[config.mk]
export PLATFORM = sky130hd
export DESIGN_NAME = json_string_unescape_utf8_top
export DESIGN_NICKNAME = d
export VERILOG_FILES = /design/src/hdl/jsu_pkg.sv /design/src/hdl/jsu_front.sv /design/src/hdl/jsu_cmd_queue.sv /design/src/hdl/jsu_back.sv /design/src/hdl/json_string_unescape_utf8_top.sv
export SDC_FILE = /design/constraint.sdc
export NUM_CORES = 1
export LEC_CHECK = 0
export ABC_AREA = 1
export BUFFER_PORTS_ARGS = -buffer_cell sky130_fd_sc_hd__buf_2
export CAP_MARGIN = 20
export CORE_UTILIZATION = 55
export CTS_CLUSTER_DIAMETER = 150
export DETAILED_ROUTE_END_ITERATION = 8
export PLACE_DENSITY_LB_ADDON = 0.1
export SYNTH_ARGS = -nofsm -noshare
export SYNTH_HDL_FRONTEND = slang
export SYNTH_SLANG_ARGS = --single-unit
[constraint.sdc]
create_clock -name clk -period 5.27 [get_ports clk]
set_clock_uncertainty 0.2 [all_clocks]
set_input_delay 0.2635 -clock clk [delete_from_list [all_inputs] [get_ports clk]]
set_output_delay 0.2635 -clock clk [all_outputs]
set_load 0.05 [all_outputs]
[src/hdl/jsu_pkg.sv]
// Shared types and constants for the JSON string unescaper.
`timescale 1ns / 1ps
`default_nettype none

package jsu_pkg;

  // Result kinds
  localparam logic [1:0] KIND_DATA  = 2'd0;
  localparam logic [1:0] KIND_DONE  = 2'd1;
  localparam logic [1:0] KIND_ERROR = 2'd2;

  // Error codes
  localparam logic [3:0] ERR_EXPECTED_STRING     = 4'd0;
  localparam logic [3:0] ERR_UNTERMINATED_ESCAPE = 4'd1;
  localparam logic [3:0] ERR_TRUNCATED_UNICODE   = 4'd2;
  localparam logic [3:0] ERR_INVALID_UNICODE     = 4'd3;
  localparam logic [3:0] ERR_INVALID_PAIR        = 4'd4;
  localparam logic [3:0] ERR_MISSING_PAIR        = 4'd5;
  localparam logic [3:0] ERR_UNKNOWN_ESCAPE      = 4'd6;
  localparam logic [3:0] ERR_CONTROL_CHAR        = 4'd7;
  localparam logic [3:0] ERR_UNTERMINATED_STRING = 4'd8;

  // Widest code point is 0x10FFFF
  localparam int CP_W = 21;

  // Command from the parser to the encoder
  typedef enum logic [1:0] {
    CMD_RAW,   // emit val[7:0] as is
    CMD_CP,    // emit val as UTF-8
    CMD_DONE,  // string complete
    CMD_ERR    // error, code in val[3:0]
  } cmd_op_t;

  typedef struct packed {
    cmd_op_t           op;
    logic [CP_W-1:0]   val;
  } cmd_t;

endpackage

`default_nettype wire

[src/hdl/jsu_front.sv]
// Front end: byte parser that turns each text byte into at most one command.
`timescale 1ns / 1ps
`default_nettype none

module jsu_front (
  input  wire logic         clk,
  input  wire logic         rst,
  input  wire logic         take,
  input  wire logic [7:0]   in_byte,
  output jsu_pkg::cmd_t     cmd,
  output logic              cmd_valid
);
  import jsu_pkg::*;

  typedef enum logic [2:0] {
    M_WAIT,
    M_STR,
    M_ESC,
    M_HEX1,
    M_HIGH,
    M_ESC2,
    M_HEX2
  } mode_t;

  localparam logic [7:0] CH_NUL   = 8'h00;
  localparam logic [7:0] CH_TAB   = 8'h09;
  localparam logic [7:0] CH_CR    = 8'h0D;
  localparam logic [7:0] CH_SPACE = 8'h20;
  localparam logic [7:0] CH_QUOTE = 8'h22;
  localparam logic [7:0] CH_SLASH = 8'h2F;
  localparam logic [7:0] CH_BSL   = 8'h5C;
  localparam logic [7:0] CH_B     = 8'h62;
  localparam logic [7:0] CH_F     = 8'h66;
  localparam logic [7:0] CH_N     = 8'h6E;
  localparam logic [7:0] CH_R     = 8'h72;
  localparam logic [7:0] CH_T     = 8'h74;
  localparam logic [7:0] CH_U     = 8'h75;

  // Returns {valid, value} for one hex digit
  function automatic logic [4:0] hex_digit(input logic [7:0] b);
    logic [4:0] r;
    r = 5'd0;
    if (b >= 8'h30 && b <= 8'h39) r = {1'b1, 4'(b - 8'h30)};
    else if (b >= 8'h61 && b <= 8'h66) r = {1'b1, 4'(b - 8'h57)};
    else if (b >= 8'h41 && b <= 8'h46) r = {1'b1, 4'(b - 8'h37)};
    return r;
  endfunction

  function automatic cmd_t mk(input cmd_op_t op, input logic [CP_W-1:0] val);
    cmd_t c;
    c.op  = op;
    c.val = val;
    return c;
  endfunction

  mode_t       mode, mode_next;
  logic [15:0] hex_value, hex_next;
  logic [1:0]  digit_count, digit_count_next;
  logic        bad_digit, bad_digit_next;
  logic [9:0]  high_half, high_half_next;

  logic [4:0]      dig;
  logic [15:0]     hex_shift;
  logic            bad_now;
  logic            fourth;
  logic [CP_W-1:0] pair_cp;

  // Shared digit accumulation for both hex phases
  assign dig       = hex_digit(in_byte);
  assign hex_shift = {hex_value[11:0], dig[4] ? dig[3:0] : 4'h0};
  assign bad_now   = bad_digit | ~dig[4];
  assign fourth    = (digit_count == 2'd3);
  assign pair_cp   = 21'h10000 + {1'b0, high_half, hex_shift[9:0]};

  // Decode one byte against the current mode
  always_comb begin
    mode_next        = mode;
    hex_next         = hex_value;
    digit_count_next = digit_count;
    bad_digit_next   = bad_digit;
    high_half_next   = high_half;
    cmd_valid        = 1'b0;
    cmd              = mk(CMD_RAW, '0);
    if (take) begin
      unique case (mode)
        M_STR: begin
          cmd_valid = 1'b1;
          priority if (in_byte == CH_NUL) begin
            mode_next = M_WAIT;
            cmd       = mk(CMD_ERR, CP_W'(ERR_UNTERMINATED_STRING));
          end else if (in_byte == CH_QUOTE) begin
            mode_next = M_WAIT;
            cmd       = mk(CMD_DONE, '0);
          end else if (in_byte == CH_BSL) begin
            mode_next = M_ESC;
            cmd_valid = 1'b0;
          end else if (in_byte < CH_SPACE) begin
            mode_next = M_WAIT;
            cmd       = mk(CMD_ERR, CP_W'(ERR_CONTROL_CHAR));
          end else begin
            cmd = mk(CMD_RAW, CP_W'(in_byte));
          end
        end
        M_ESC: begin
          cmd_valid = 1'b1;
          mode_next = M_STR;
          unique case (in_byte)
            CH_NUL: begin
              mode_next = M_WAIT;
              cmd       = mk(CMD_ERR, CP_W'(ERR_UNTERMINATED_ESCAPE));
            end
            CH_QUOTE, CH_BSL, CH_SLASH: cmd = mk(CMD_RAW, CP_W'(in_byte));
            CH_B: cmd = mk(CMD_RAW, CP_W'(8'h08));
            CH_F: cmd = mk(CMD_RAW, CP_W'(8'h0C));
            CH_N: cmd = mk(CMD_RAW, CP_W'(8'h0A));
            CH_R: cmd = mk(CMD_RAW, CP_W'(8'h0D));
            CH_T: cmd = mk(CMD_RAW, CP_W'(8'h09));
            CH_U: begin
              cmd_valid        = 1'b0;
              mode_next        = M_HEX1;
              hex_next         = '0;
              digit_count_next = '0;
              bad_digit_next   = 1'b0;
            end
            default: begin
              mode_next = M_WAIT;
              cmd       = mk(CMD_ERR, CP_W'(ERR_UNKNOWN_ESCAPE));
            end
          endcase
        end
        M_HEX1, M_HEX2: begin
          if (in_byte == CH_NUL) begin
            cmd_valid = 1'b1;
            mode_next = M_WAIT;
            cmd       = mk(CMD_ERR, CP_W'(ERR_TRUNCATED_UNICODE));
          end else begin
            hex_next         = hex_shift;
            bad_digit_next   = bad_now;
            digit_count_next = fourth ? 2'd0 : digit_count + 2'd1;
            if (fourth) begin
              cmd_valid = 1'b1;
              priority if (bad_now) begin
                mode_next = M_WAIT;
                cmd       = mk(CMD_ERR, CP_W'(ERR_INVALID_UNICODE));
              end else if (mode == M_HEX1) begin
                if (hex_shift[15:10] == 6'b110110) begin
                  // High surrogate: hold its low ten bits for the pair
                  cmd_valid      = 1'b0;
                  high_half_next = hex_shift[9:0];
                  mode_next      = M_HIGH;
                end else begin
                  mode_next = M_STR;
                  cmd       = mk(CMD_CP, CP_W'(hex_shift));
                end
              end else if (hex_shift[15:10] == 6'b110111) begin
                mode_next = M_STR;
                cmd       = mk(CMD_CP, pair_cp);
              end else begin
                mode_next = M_WAIT;
                cmd       = mk(CMD_ERR, CP_W'(ERR_INVALID_PAIR));
              end
            end
          end
        end
        M_HIGH: begin
          if (in_byte == CH_BSL) begin
            mode_next = M_ESC2;
          end else begin
            cmd_valid = 1'b1;
            mode_next = M_WAIT;
            cmd       = mk(CMD_ERR, CP_W'(ERR_MISSING_PAIR));
          end
        end
        M_ESC2: begin
          if (in_byte == CH_U) begin
            mode_next        = M_HEX2;
            hex_next         = '0;
            digit_count_next = '0;
            bad_digit_next   = 1'b0;
          end else begin
            cmd_valid = 1'b1;
            mode_next = M_WAIT;
            cmd       = mk(CMD_ERR, CP_W'(ERR_MISSING_PAIR));
          end
        end
        default: begin
          // Waiting: skip whitespace, expect an opening quote
          mode_next = M_WAIT;
          if (in_byte == CH_QUOTE) begin
            mode_next = M_STR;
          end else if (!(in_byte == CH_SPACE ||
                         (in_byte >= CH_TAB && in_byte <= CH_CR))) begin
            cmd_valid = 1'b1;
            cmd       = mk(CMD_ERR, CP_W'(ERR_EXPECTED_STRING));
          end
        end
      endcase
    end
  end

  // Hold parser state
  always_ff @(posedge clk) begin
    if (rst) begin
      mode        <= M_WAIT;
      hex_value   <= '0;
      digit_count <= '0;
      bad_digit   <= 1'b0;
      high_half   <= '0;
    end else begin
      mode        <= mode_next;
      hex_value   <= hex_next;
      digit_count <= digit_count_next;
      bad_digit   <= bad_digit_next;
      high_half   <= high_half_next;
    end
  end

endmodule

`default_nettype wire

[src/hdl/jsu_cmd_queue.sv]
// Command queue between the parser and the UTF-8 encoder.
`timescale 1ns / 1ps
`default_nettype none

module jsu_cmd_queue #(
  parameter int DEPTH = 4
) (
  input  wire logic          clk,
  input  wire logic          rst,
  input  wire logic          push,
  input  wire jsu_pkg::cmd_t wdata,
  output logic               full,
  input  wire logic          pop,
  output jsu_pkg::cmd_t      rdata,
  output logic               valid
);
  import jsu_pkg::*;

  localparam int PW = (DEPTH > 1) ? $clog2(DEPTH) : 1;
  localparam int CW = $clog2(DEPTH + 1);

  cmd_t          entries [DEPTH];
  logic [PW-1:0] wr_ptr, rd_ptr;
  logic [CW-1:0] count;
  logic          do_push, do_pop;

  assign do_push = push && !full;
  assign do_pop  = pop && valid;
  assign valid   = (count != '0);
  assign full    = (count == CW'(DEPTH));
  assign rdata   = entries[rd_ptr];

  // Store pushed words
  always_ff @(posedge clk) begin
    if (do_push) begin
      entries[wr_ptr] <= wdata;
    end
  end

  // Advance pointers and fill count
  always_ff @(posedge clk) begin
    if (rst) begin
      wr_ptr <= '0;
      rd_ptr <= '0;
      count  <= '0;
    end else begin
      if (do_push) begin
        wr_ptr <= (wr_ptr == PW'(DEPTH - 1)) ? '0 : wr_ptr + PW'(1);
      end
      if (do_pop) begin
        rd_ptr <= (rd_ptr == PW'(DEPTH - 1)) ? '0 : rd_ptr + PW'(1);
      end
      unique case ({do_push, do_pop})
        2'b10:   count <= count + CW'(1);
        2'b01:   count <= count - CW'(1);
        default: count <= count;
      endcase
    end
  end

endmodule

`default_nettype wire

[src/hdl/jsu_back.sv]
// Back end: expands commands into result words and holds the output register.
`timescale 1ns / 1ps
`default_nettype none

module jsu_back (
  input  wire logic          clk,
  input  wire logic          rst,
  input  wire jsu_pkg::cmd_t head,
  input  wire logic          head_valid,
  output logic               head_pop,
  input  wire logic          pop,
  output logic               empty,
  output logic [7:0]         out_byte,
  output logic [1:0]         kind,
  output logic [3:0]         error_code,
  output logic               last
);
  import jsu_pkg::*;

  logic [1:0] idx;
  logic       out_valid;
  logic [1:0] n_last;
  logic [1:0] grp;
  logic [5:0] six;
  logic       adv;

  logic [7:0] res_byte;
  logic [1:0] res_kind;
  logic [3:0] res_code;
  logic       res_last;

  // Index of the final UTF-8 byte for this code point
  always_comb begin
    priority if (head.val[20:16] != '0) n_last = 2'd3;
    else if (head.val[15:11] != '0)     n_last = 2'd2;
    else if (head.val[10:7] != '0)      n_last = 2'd1;
    else                                n_last = 2'd0;
  end

  // Pick the six-bit group for a continuation byte
  assign grp = n_last - idx;
  always_comb begin
    unique case (grp)
      2'd0:    six = head.val[5:0];
      2'd1:    six = head.val[11:6];
      2'd2:    six = head.val[17:12];
      default: six = {3'b000, head.val[20:18]};
    endcase
  end

  // Form the next result word
  always_comb begin
    res_byte = 8'h00;
    res_kind = KIND_DATA;
    res_code = 4'd0;
    res_last = 1'b1;
    unique case (head.op)
      CMD_RAW: res_byte = head.val[7:0];
      CMD_CP: begin
        res_last = (idx == n_last);
        if (idx != 2'd0) begin
          res_byte = {2'b10, six};
        end else begin
          unique case (n_last)
            2'd0:    res_byte = {1'b0, head.val[6:0]};
            2'd1:    res_byte = {3'b110, head.val[10:6]};
            2'd2:    res_byte = {4'b1110, head.val[15:12]};
            default: res_byte = {5'b11110, head.val[20:18]};
          endcase
        end
      end
      CMD_DONE: res_kind = KIND_DONE;
      default: begin
        res_kind = KIND_ERROR;
        res_code = head.val[3:0];
      end
    endcase
  end

  assign adv      = head_valid && (!out_valid || pop);
  assign head_pop = adv && res_last;
  assign empty    = !out_valid;

  // Advance the byte index and the output valid flag
  always_ff @(posedge clk) begin
    if (rst) begin
      idx       <= '0;
      out_valid <= 1'b0;
    end else begin
      if (adv) begin
        out_valid <= 1'b1;
        idx       <= res_last ? 2'd0 : idx + 2'd1;
      end else if (pop) begin
        out_valid <= 1'b0;
      end
    end
  end

  // Load the output word
  always_ff @(posedge clk) begin
    if (adv) begin
      out_byte   <= res_byte;
      kind       <= res_kind;
      error_code <= res_code;
      last       <= res_last;
    end
  end

endmodule

`default_nettype wire

[src/hdl/json_string_unescape_utf8_top.sv]
// Top level of the JSON string unescaper with UTF-8 output.
//
// Input channel: a text byte is taken on a rising edge with push high and
// full low; byte 0 marks end of text. Result channel: while empty is low the
// oldest word sits on out_byte/kind/error_code/last, and pop takes it.
// Each input byte yields zero to four result words; last marks the final word
// of one input byte. A decoded \uXXXX or surrogate pair gives one to four
// UTF-8 data words, a closing quote gives a completion word, and an error
// gives one error word, after which the block waits for the next string.
// With the encoder idle, the first word of a byte is loaded at the edge after
// the one that takes the byte. Throughput: one input byte per cycle while full
// is low; the encoder emits one word per cycle while pop stays high, so a code
// point of N UTF-8 bytes occupies the encoder for N words while the parser
// keeps taking bytes into a QDEPTH-word command queue. full rises only
// when that queue is full. When pop stays low the output word holds, the
// encoder stops, and the queue then fills. Synchronous reset empties the
// queue and the output register and returns the parser to waiting for an
// opening quote. QDEPTH must be 2 or more.
`timescale 1ns / 1ps
`default_nettype none

module json_string_unescape_utf8_top #(
  parameter int QDEPTH = 4
) (
  input  wire logic       clk,
  input  wire logic       rst,
  input  wire logic       push,
  output logic            full,
  input  wire logic [7:0] in_byte,
  output logic            empty,
  input  wire logic       pop,
  output logic [7:0]      out_byte,
  output logic [1:0]      kind,
  output logic [3:0]      error_code,
  output logic            last
);
  import jsu_pkg::*;

  cmd_t cmd, head;
  logic cmd_valid, head_valid, head_pop;
  logic take;

  assign take = push && !full;

  // Parse incoming bytes
  jsu_front u_front (
    .clk       (clk),
    .rst       (rst),
    .take      (take),
    .in_byte   (in_byte),
    .cmd       (cmd),
    .cmd_valid (cmd_valid)
  );

  // Buffer commands
  jsu_cmd_queue #(
    .DEPTH (QDEPTH)
  ) u_queue (
    .clk   (clk),
    .rst   (rst),
    .push  (cmd_valid),
    .wdata (cmd),
    .full  (full),
    .pop   (head_pop),
    .rdata (head),
    .valid (head_valid)
  );

  // Encode and present results
  jsu_back u_back (
    .clk        (clk),
    .rst        (rst),
    .head       (head),
    .head_valid (head_valid),
    .head_pop   (head_pop),
    .pop        (pop),
    .empty      (empty),
    .out_byte   (out_byte),
    .kind       (kind),
    .error_code (error_code),
    .last       (last)
  );

endmodule

`default_nettype wire

Word level (Yosys, flattened, before mapping)
Memory sizes are Yosys's and may differ from the RTL's. A register that Yosys moved wholly into a read port is not among the register bits.
Index checks and enable logic that the tools add are counted.
{ "word_totals": {"mem_bits_rw": 92, "wordCells": 186, "inputBits": 12, "output_inout_bits": 17, "memories": 1, "reg_bits": 53} }
{ "mem_list": {"columns": ["memory", "words", "word_bits", "read_ports", "rd_clocked_by_memory_dff", "wr", "line", "rtl"], "rows": [
  ["u_queue.entries", 4, 23, 1, 1, 1, "jsu_cmd_queue.sv:22", "cmd_t entries [DEPTH];"]
]} }
{ "classes": {"muxes": 78, "n_eq_ne": 35, "reduce_logical": 34, "n_lt_le_gt_ge": 9, "bitwise_logic": 4, "addsub": 11} }
{ "ops": {"columns": ["op", "n"], "rows": [
  ["two-way mux 23 bit", 14],
  ["case mux 23 bit (8 select lines)", 1],
  ["case mux 23 bit (5 select lines)", 1],
  ["equality test 8 x 7 -> 1 bit (second input constant)", 7],
  ["two-way mux 3 bit", 11],
  ["equality test 8 x 6 -> 1 bit (second input constant)", 3],
  ["two-way mux 12 bit", 2],
  ["case mux 12 bit (2 select lines)", 1],
  ["case mux 8 bit (3 select lines)", 1],
  ["two-way mux 1 bit", 22],
  ["two-way mux 22 bit", 1],
  ["adder 17 x 20 -> 21 bit (first input constant)", 1],
  ["two-way mux 2 bit", 10],
  ["case mux 6 bit (3 select lines)", 1],
  [">= comparator 8 x 7 -> 1 bit (second input constant)", 2],
  ["less-or-equal comparator 8 x 7 -> 1 bit (second input constant)", 2],
  ["case mux 8 bit (2 select lines)", 1],
  ["two-way mux 5 bit", 3],
  ["case mux 3 bit (5 select lines)", 1],
  ["equality test 2 bit (second input constant)", 7],
  ["equality test 3 bit (second input constant)", 4],
  ["equality test 6 bit (second input constant)", 2],
  ["case mux 2 bit (2 select lines)", 3],
  ["nonzero test 5 bit", 2],
  ["other kinds (40)", 68]
]} }

Depth between registers and ports, before layout
{ "logic_depth": {"depth_word": 15, "depth_mapped": 22, "mapped_depth_nobuf": 21} }

By module
Synthesis repeated with hierarchy kept, for this count alone.
{ "unflattened": {"cells_unflattened": 911, "hier_area_um2": 7922.6} }
{ "by_module_without_submodules": {"columns": ["module", "cells_each", "seq_area_each_um2", "area_per_inst_um2", "n_inst"], "rows": [
  ["jsu_cmd_queue", 293, 2942.8, 3937.5, 1],
  ["jsu_front", 421, 560.5, 2575.0, 1],
  ["jsu_back", 195, 510.5, 1400.1, 1],
  ["json_string_unescape_utf8_top", 2, 0.0, 10.0, 1]
]} }

Worst setup path after synthesis
Ideal clock, no wire load.
{ "synth_path": {"path_kind": "flip-flop to flip-flop", "startpoint": "register u_back.out_valid", "endpoint": "register u_queue.count[2]", "setup_ns": 0.122, "stages_incl_launch_ff": 13, "synth_period_minus_slack_ns": 3.552, "t_arrival_ns": 3.229, "slack_ns": 1.718, "path_buffers": 0, "cell_sequence": "dfxtp_1 -> inv_1 -> nor2_1 -> a31oi_1 -> inv_1 -> nor2_8 -> ha_1 -> inv_1 -> fa_1 -> a21oi_1 -> o21ai_0 -> o21ai_0 -> a21oi_1"} }
{ "synth_between": {"elab_chain_len": 7, "word_cells_on_any_way": 9} }
{ "synth_rtl": {"columns": ["element", "line", "rtl"], "rows": [
  ["start: declaration", "jsu_back.sv:21", "logic out_valid;"],
  ["start signal: assignment", "jsu_back.sv:88", "out_valid <= 1'b0;"],
  ["start signal: assignment", "jsu_back.sv:91", "out_valid <= 1'b1;"],
  ["start signal: assignment", "jsu_back.sv:94", "out_valid <= 1'b0;"],
  ["logical NOT 1 bit (*)", null, null],
  ["named net empty", "json_string_unescape_utf8_top.sv:30", "output logic empty,"],
  ["logical OR 1 bit (*)", "jsu_back.sv:80", "assign adv = head_valid && (!out_valid || pop);"],
  ["logical AND 1 bit (*)", "jsu_back.sv:80", null],
  ["named net u_back.adv", "jsu_back.sv:25", "logic adv;"],
  ["logical AND 1 bit (*)", "jsu_back.sv:81", "assign head_pop = adv && res_last;"],
  ["logical AND 1 bit (*)", "jsu_cmd_queue.sv:28", "assign do_pop = pop && valid;"],
  ["named net u_queue.do_pop", "jsu_cmd_queue.sv:25", "logic do_push, do_pop;"],
  ["equality test 2 x 1 -> 1 bit or equality test 2 bit (tied branches)", "jsu_cmd_queue.sv:53", "unique case ({do_push, do_pop})"],
  ["case mux 3 bit (2 select lines) or nonzero test 2 bit (tied branches)", null, null],
  ["end signal: assignment", "jsu_cmd_queue.sv:54", "2'b10: count <= count + CW'(1);"],
  ["end signal: assignment", "jsu_cmd_queue.sv:55", "2'b01: count <= count - CW'(1);"],
  ["end signal: assignment", "jsu_cmd_queue.sv:56", "default: count <= count;"],
  ["end: declaration", "jsu_cmd_queue.sv:24", "logic [CW-1:0] count;"]
]} }
The timed path passes the listed nets; every way through them passes the cells marked *.
A chain may end at the register's enable or synchronous reset.

==> results_dict.tcl <==
set metrics [dict create \
    synth_xor_area_frac 0.00115 \
    gp_routability_congestion 0.992 \
    holdBufCountCts 0 \
    flow.area_growth_from_synthesis_pct 11.5 \
    layout_common_cells "sky130_fd_sc_hd__nand2_1 (242), sky130_fd_sc_hd__edfxtp_1 (107), sky130_fd_sc_hd__inv_1 (98)" \
    postSynth.topFlopCell "sky130_fd_sc_hd__edfxtp_1" \
    first_global_vias 5845 \
    syn_inst 873 \
    antennaDiodeCount 0 \
    critPathTopFamily "buffers and inverters" \
    critical_path_launch_point_type "flop" \
    layout_min_cycle_time_ns 4.21 \
    post-cts-setup-buffers 0 \
    routedWlPerCell_um 16.8 \
    initial_standard_cell_utilization_of_the_core 0.568 \
    initialDrtViolationCount 545 \
    postSynthAreaPerCell_um2 8.69 \
    pin_count 29 \
    numPortBuffers 28 \
    grt_first_pass_wirelength_um 29600 \
    yosys.area.top_type_share 0.423 \
    setup.reg_to_reg.worst_slack_ns 1.06 \
    cts_htree_levels 4 \
    route.detailed.drc 0 \
    worst-path-max-fanout 47 \
    timing.final.max_slew_violations 0 \
    peakVddDrop_mv 0.245 \
    worst_path_largest_cell_delay_ns 0.44 \
    layout.core_utilization 0.634 \
    finish.cell_count_without_fillers 1094 \
    number_of_setup_violations_in_the_final_report 0 \
    postSynthRegisterBits 147 \
    coreArea_um2 13300 \
    yosysWarnings 0 \
    die_w_um 119 \
    timing.slew.headroom 0.491 \
    timing.hold.worst.class "input port to flop" \
    clock_tree_from_tritoncts "yes" \
    final_nets 938 \
    final_layout_size_suffix_gt1_frac 0.127 \
    synthTopCellsByArea "sky130_fd_sc_hd__edfxtp_1 (42%), sky130_fd_sc_hd__nand2_1 (12%), sky130_fd_sc_hd__dfxtp_1 (11%)" \
    worst-endpoint-required_ns 5.38 \
    cts_num_sinks 147 \
    first_pass_iters 5 \
    clk_pin_slew_worst_paths_ns 0.06 \
    cts_buffer_depth 2 \
    yosys.area_share.simple 0.265 \
    max_clock_freq_mhz 238 \
    min_period_over_period 0.799 \
    outcome "completed" \
    placedCellCount 1062 \
    gr-total-overflow 0 \
    antenna_left 0 \
    final.hold.worst_slack_ns 0.0310 \
    post_cts_resized 0 \
    final_wirelength_um 18300 \
    netlist-cell-type-count 48 \
    die_h_um 119 \
    rsz_0062_raised_after_global_routing "false" \
    floorplan.die_area_um2 14300 \
    worstPathCellList "buf_4 > inv_2 > nand2_1 > nand3_1 > nand2_1 > nand3_2 > nor2_4 > o41ai_1 > nand2_1 > inv_1 > ha_1 > nand3_1 > nand2_2 > inv_4 > nor2_8 > ha_1 > inv_1 > fa_1 > a21oi_1 > o21ai_0 > o21ai_0 > a21oi_1" \
    insertion_delay_ns 0.43 \
    static-leakage-power_nw 3.49 \
    worst_slew_pin_slew_ns 0.762 \
    number_of_flops_mapped_to_enable_cells_by_yosys 107 \
    synth_mux_area_frac 0 \
    compound_gate_fraction_of_synth_area 0.0953 \
    timing.critical_path.buf_inv 5 \
    power_density_normalized_to_cell_area_nw_per_um2 465 \
    synth_fa_ha_area_frac 0.0356 \
    max_cap_viol_count 0 \
    cts-buffers-inserted 17 \
    finalHoldViolCount 0 \
    grt_max_degree 48 \
    seq_area_frac_synth 0.529 \
    antenna_violations_before_repair 0 \
    detail_route.vias_per_cell 5.62 \
    mostFrequentLayoutCell "sky130_fd_sc_hd__nand2_1" \
    setup.worst_path.class "flop to flop" \
    placed_wire_length_estimate_after_detailed_placement_um 13100 \
    post-synth-top-area-cell "sky130_fd_sc_hd__edfxtp_1" \
    gr-usage-all-layers 0.271 \
    critPathCaptureType "flop" \
    synth_fp_nets 906 \
    timing.critical_path.mode_cell "sky130_fd_sc_hd__nand2_1" \
    final.setup.tns_ns 0 \
    syn_area_um2 7590 \
    synth_async_sr_flop_share 0 \
    timing.critical_path.slowest_stage_cell "sky130_fd_sc_hd__inv_2" \
    synth_top_family_by_area "simple AND/OR/NAND/NOR gates" \
    routed-via-count 6147 \
    floorplan.rows 42 \
    timing.critical_path.arrival_ns 4.32 \
    cts_root_buffer "sky130_fd_sc_hd__clkbuf_16" \
]
## worst paths after layout
check                                       startpoint                      to  cells after the start
worst max-delay path                              flop        u_queue.count[2]                     22
worst min-delay path                               pop        u_back.out_valid                      4
worst max register to register                    flop        u_queue.count[2]                     22
worst min register to register  u_front.digit_count[1]  u_front.digit_count[1]                      2
## state kept, by name, indices dropped and copies added, names as in the netlist, named ones only
signal,flops
u_back.kind,2
u_front.digit_count,2
u_front.high_half,10
u_queue.rd_ptr,2
u_queue.entries,92
u_back.out_valid,1
u_back.idx,2
u_front.bad_digit,1
u_queue.count,3
u_queue.wr_ptr,2
u_front.mode,3
u_back.out_byte,8
u_front.hex_value,12
u_back.error_code,4
u_back.last,1
## Yosys cell counts, types with 3 or more instances
library cell                 n
sky130_fd_sc_hd__a211oi_1    7
sky130_fd_sc_hd__a21oi_1    41
sky130_fd_sc_hd__a31oi_1     4
sky130_fd_sc_hd__buf_1       3
sky130_fd_sc_hd__buf_2       6
sky130_fd_sc_hd__buf_6       7
sky130_fd_sc_hd__clkbuf_1    7
sky130_fd_sc_hd__dfxtp_1    40
sky130_fd_sc_hd__edfxtp_1  107
sky130_fd_sc_hd__ha_1       20
sky130_fd_sc_hd__inv_1      98
sky130_fd_sc_hd__inv_2       7
sky130_fd_sc_hd__nand2_1   242
sky130_fd_sc_hd__nand2_2    12
sky130_fd_sc_hd__nand3_1    68
sky130_fd_sc_hd__nand3_2     9
sky130_fd_sc_hd__nand3b_1    4
sky130_fd_sc_hd__nand4_1    11
sky130_fd_sc_hd__nor2_1     73
sky130_fd_sc_hd__nor2_2      4
sky130_fd_sc_hd__nor2_4      3
sky130_fd_sc_hd__nor3_1     15
sky130_fd_sc_hd__o211ai_1    3
sky130_fd_sc_hd__o21ai_0    40
sky130_fd_sc_hd__o21ai_1     3
sky130_fd_sc_hd__o221ai_1    6
sky130_fd_sc_hd__o22ai_1     4
## report_power, final
| part | leakage, nW | total, W | internal, W | switching, W |
|---|---|---|---|---|
| logic | 1.84 | 0.00129 | 0.000321 | 0.000967 |
| registers | 1.36 | 0.00149 | 0.00144 | 0.0000510 |
| clock network | 0.288 | 0.00116 | 0.000685 | 0.000477 |
| total | 3.49 | 0.00394 | 0.00244 | 0.00150 |
## through the flow
step           setup WS [ns]  power [W]  instance area [µm²]
6_report                1.06    0.00394                 8460
5_1_grt                0.661    0.00413                 8460
4_1_cts                 1.06    0.00395                 8460
3_5_place_dp            1.11    0.00279                 7880
3_3_place_gp            1.17    0.00277                 7880
2_1_floorplan           1.72    0.00248                 7590
## worst register-to-register path: stages (launching register included)
cell	delay, ns
sky130_fd_sc_hd__dfxtp_1	0.30
sky130_fd_sc_hd__buf_4	0.41
sky130_fd_sc_hd__inv_2	0.45
sky130_fd_sc_hd__nand2_1	0.20
sky130_fd_sc_hd__nand3_1	0.08
sky130_fd_sc_hd__nand2_1	0.15
sky130_fd_sc_hd__nand3_2	0.10
sky130_fd_sc_hd__nor2_4	0.16
sky130_fd_sc_hd__o41ai_1	0.11
sky130_fd_sc_hd__nand2_1	0.11
sky130_fd_sc_hd__inv_1	0.10
sky130_fd_sc_hd__ha_1	0.30
sky130_fd_sc_hd__nand3_1	0.09
sky130_fd_sc_hd__nand2_2	0.09
sky130_fd_sc_hd__inv_4	0.06
sky130_fd_sc_hd__nor2_8	0.11
sky130_fd_sc_hd__ha_1	0.16
sky130_fd_sc_hd__inv_1	0.06
sky130_fd_sc_hd__fa_1	0.38
sky130_fd_sc_hd__a21oi_1	0.14
sky130_fd_sc_hd__o21ai_0	0.12
sky130_fd_sc_hd__o21ai_0	0.16
sky130_fd_sc_hd__a21oi_1	0.06
## cells by family after synthesis
family          count (synthesis)
xor+xnor                        1
flops                         147
buf+inv                       131
compound gates                122
simple gates                  451
fa+ha+maj                      21
## layer usage
| metal | wire, µm | global-route usage | up-vias |
|---|---|---|---|
| met3 | 1120 | 0.0474 | 34 |
| li1 | - | - | 2992 |
| met4 | 507 | 0.114 | 0 |
| met2 | 8890 | 0.444 | 224 |
| met5 | 0 | 0 | - |
| met1 | 7810 | 0.354 | 2897 |
## area by class of cell
| cell class | instances | area [µm²] |
|---|---|---|
| flip-flops and latches | 147 | 4010 |
| clock inverters | 10 | 67.6 |
| multi-input cells | 595 | 3040 |
| clock buffers | 22 | 507 |
| repair buffers | 37 | 208 |
| fillers | 1130 | 4890 |
| inverters | 107 | 404 |
| well taps | 176 | 220 |
(Power assumes the default switching activity.)
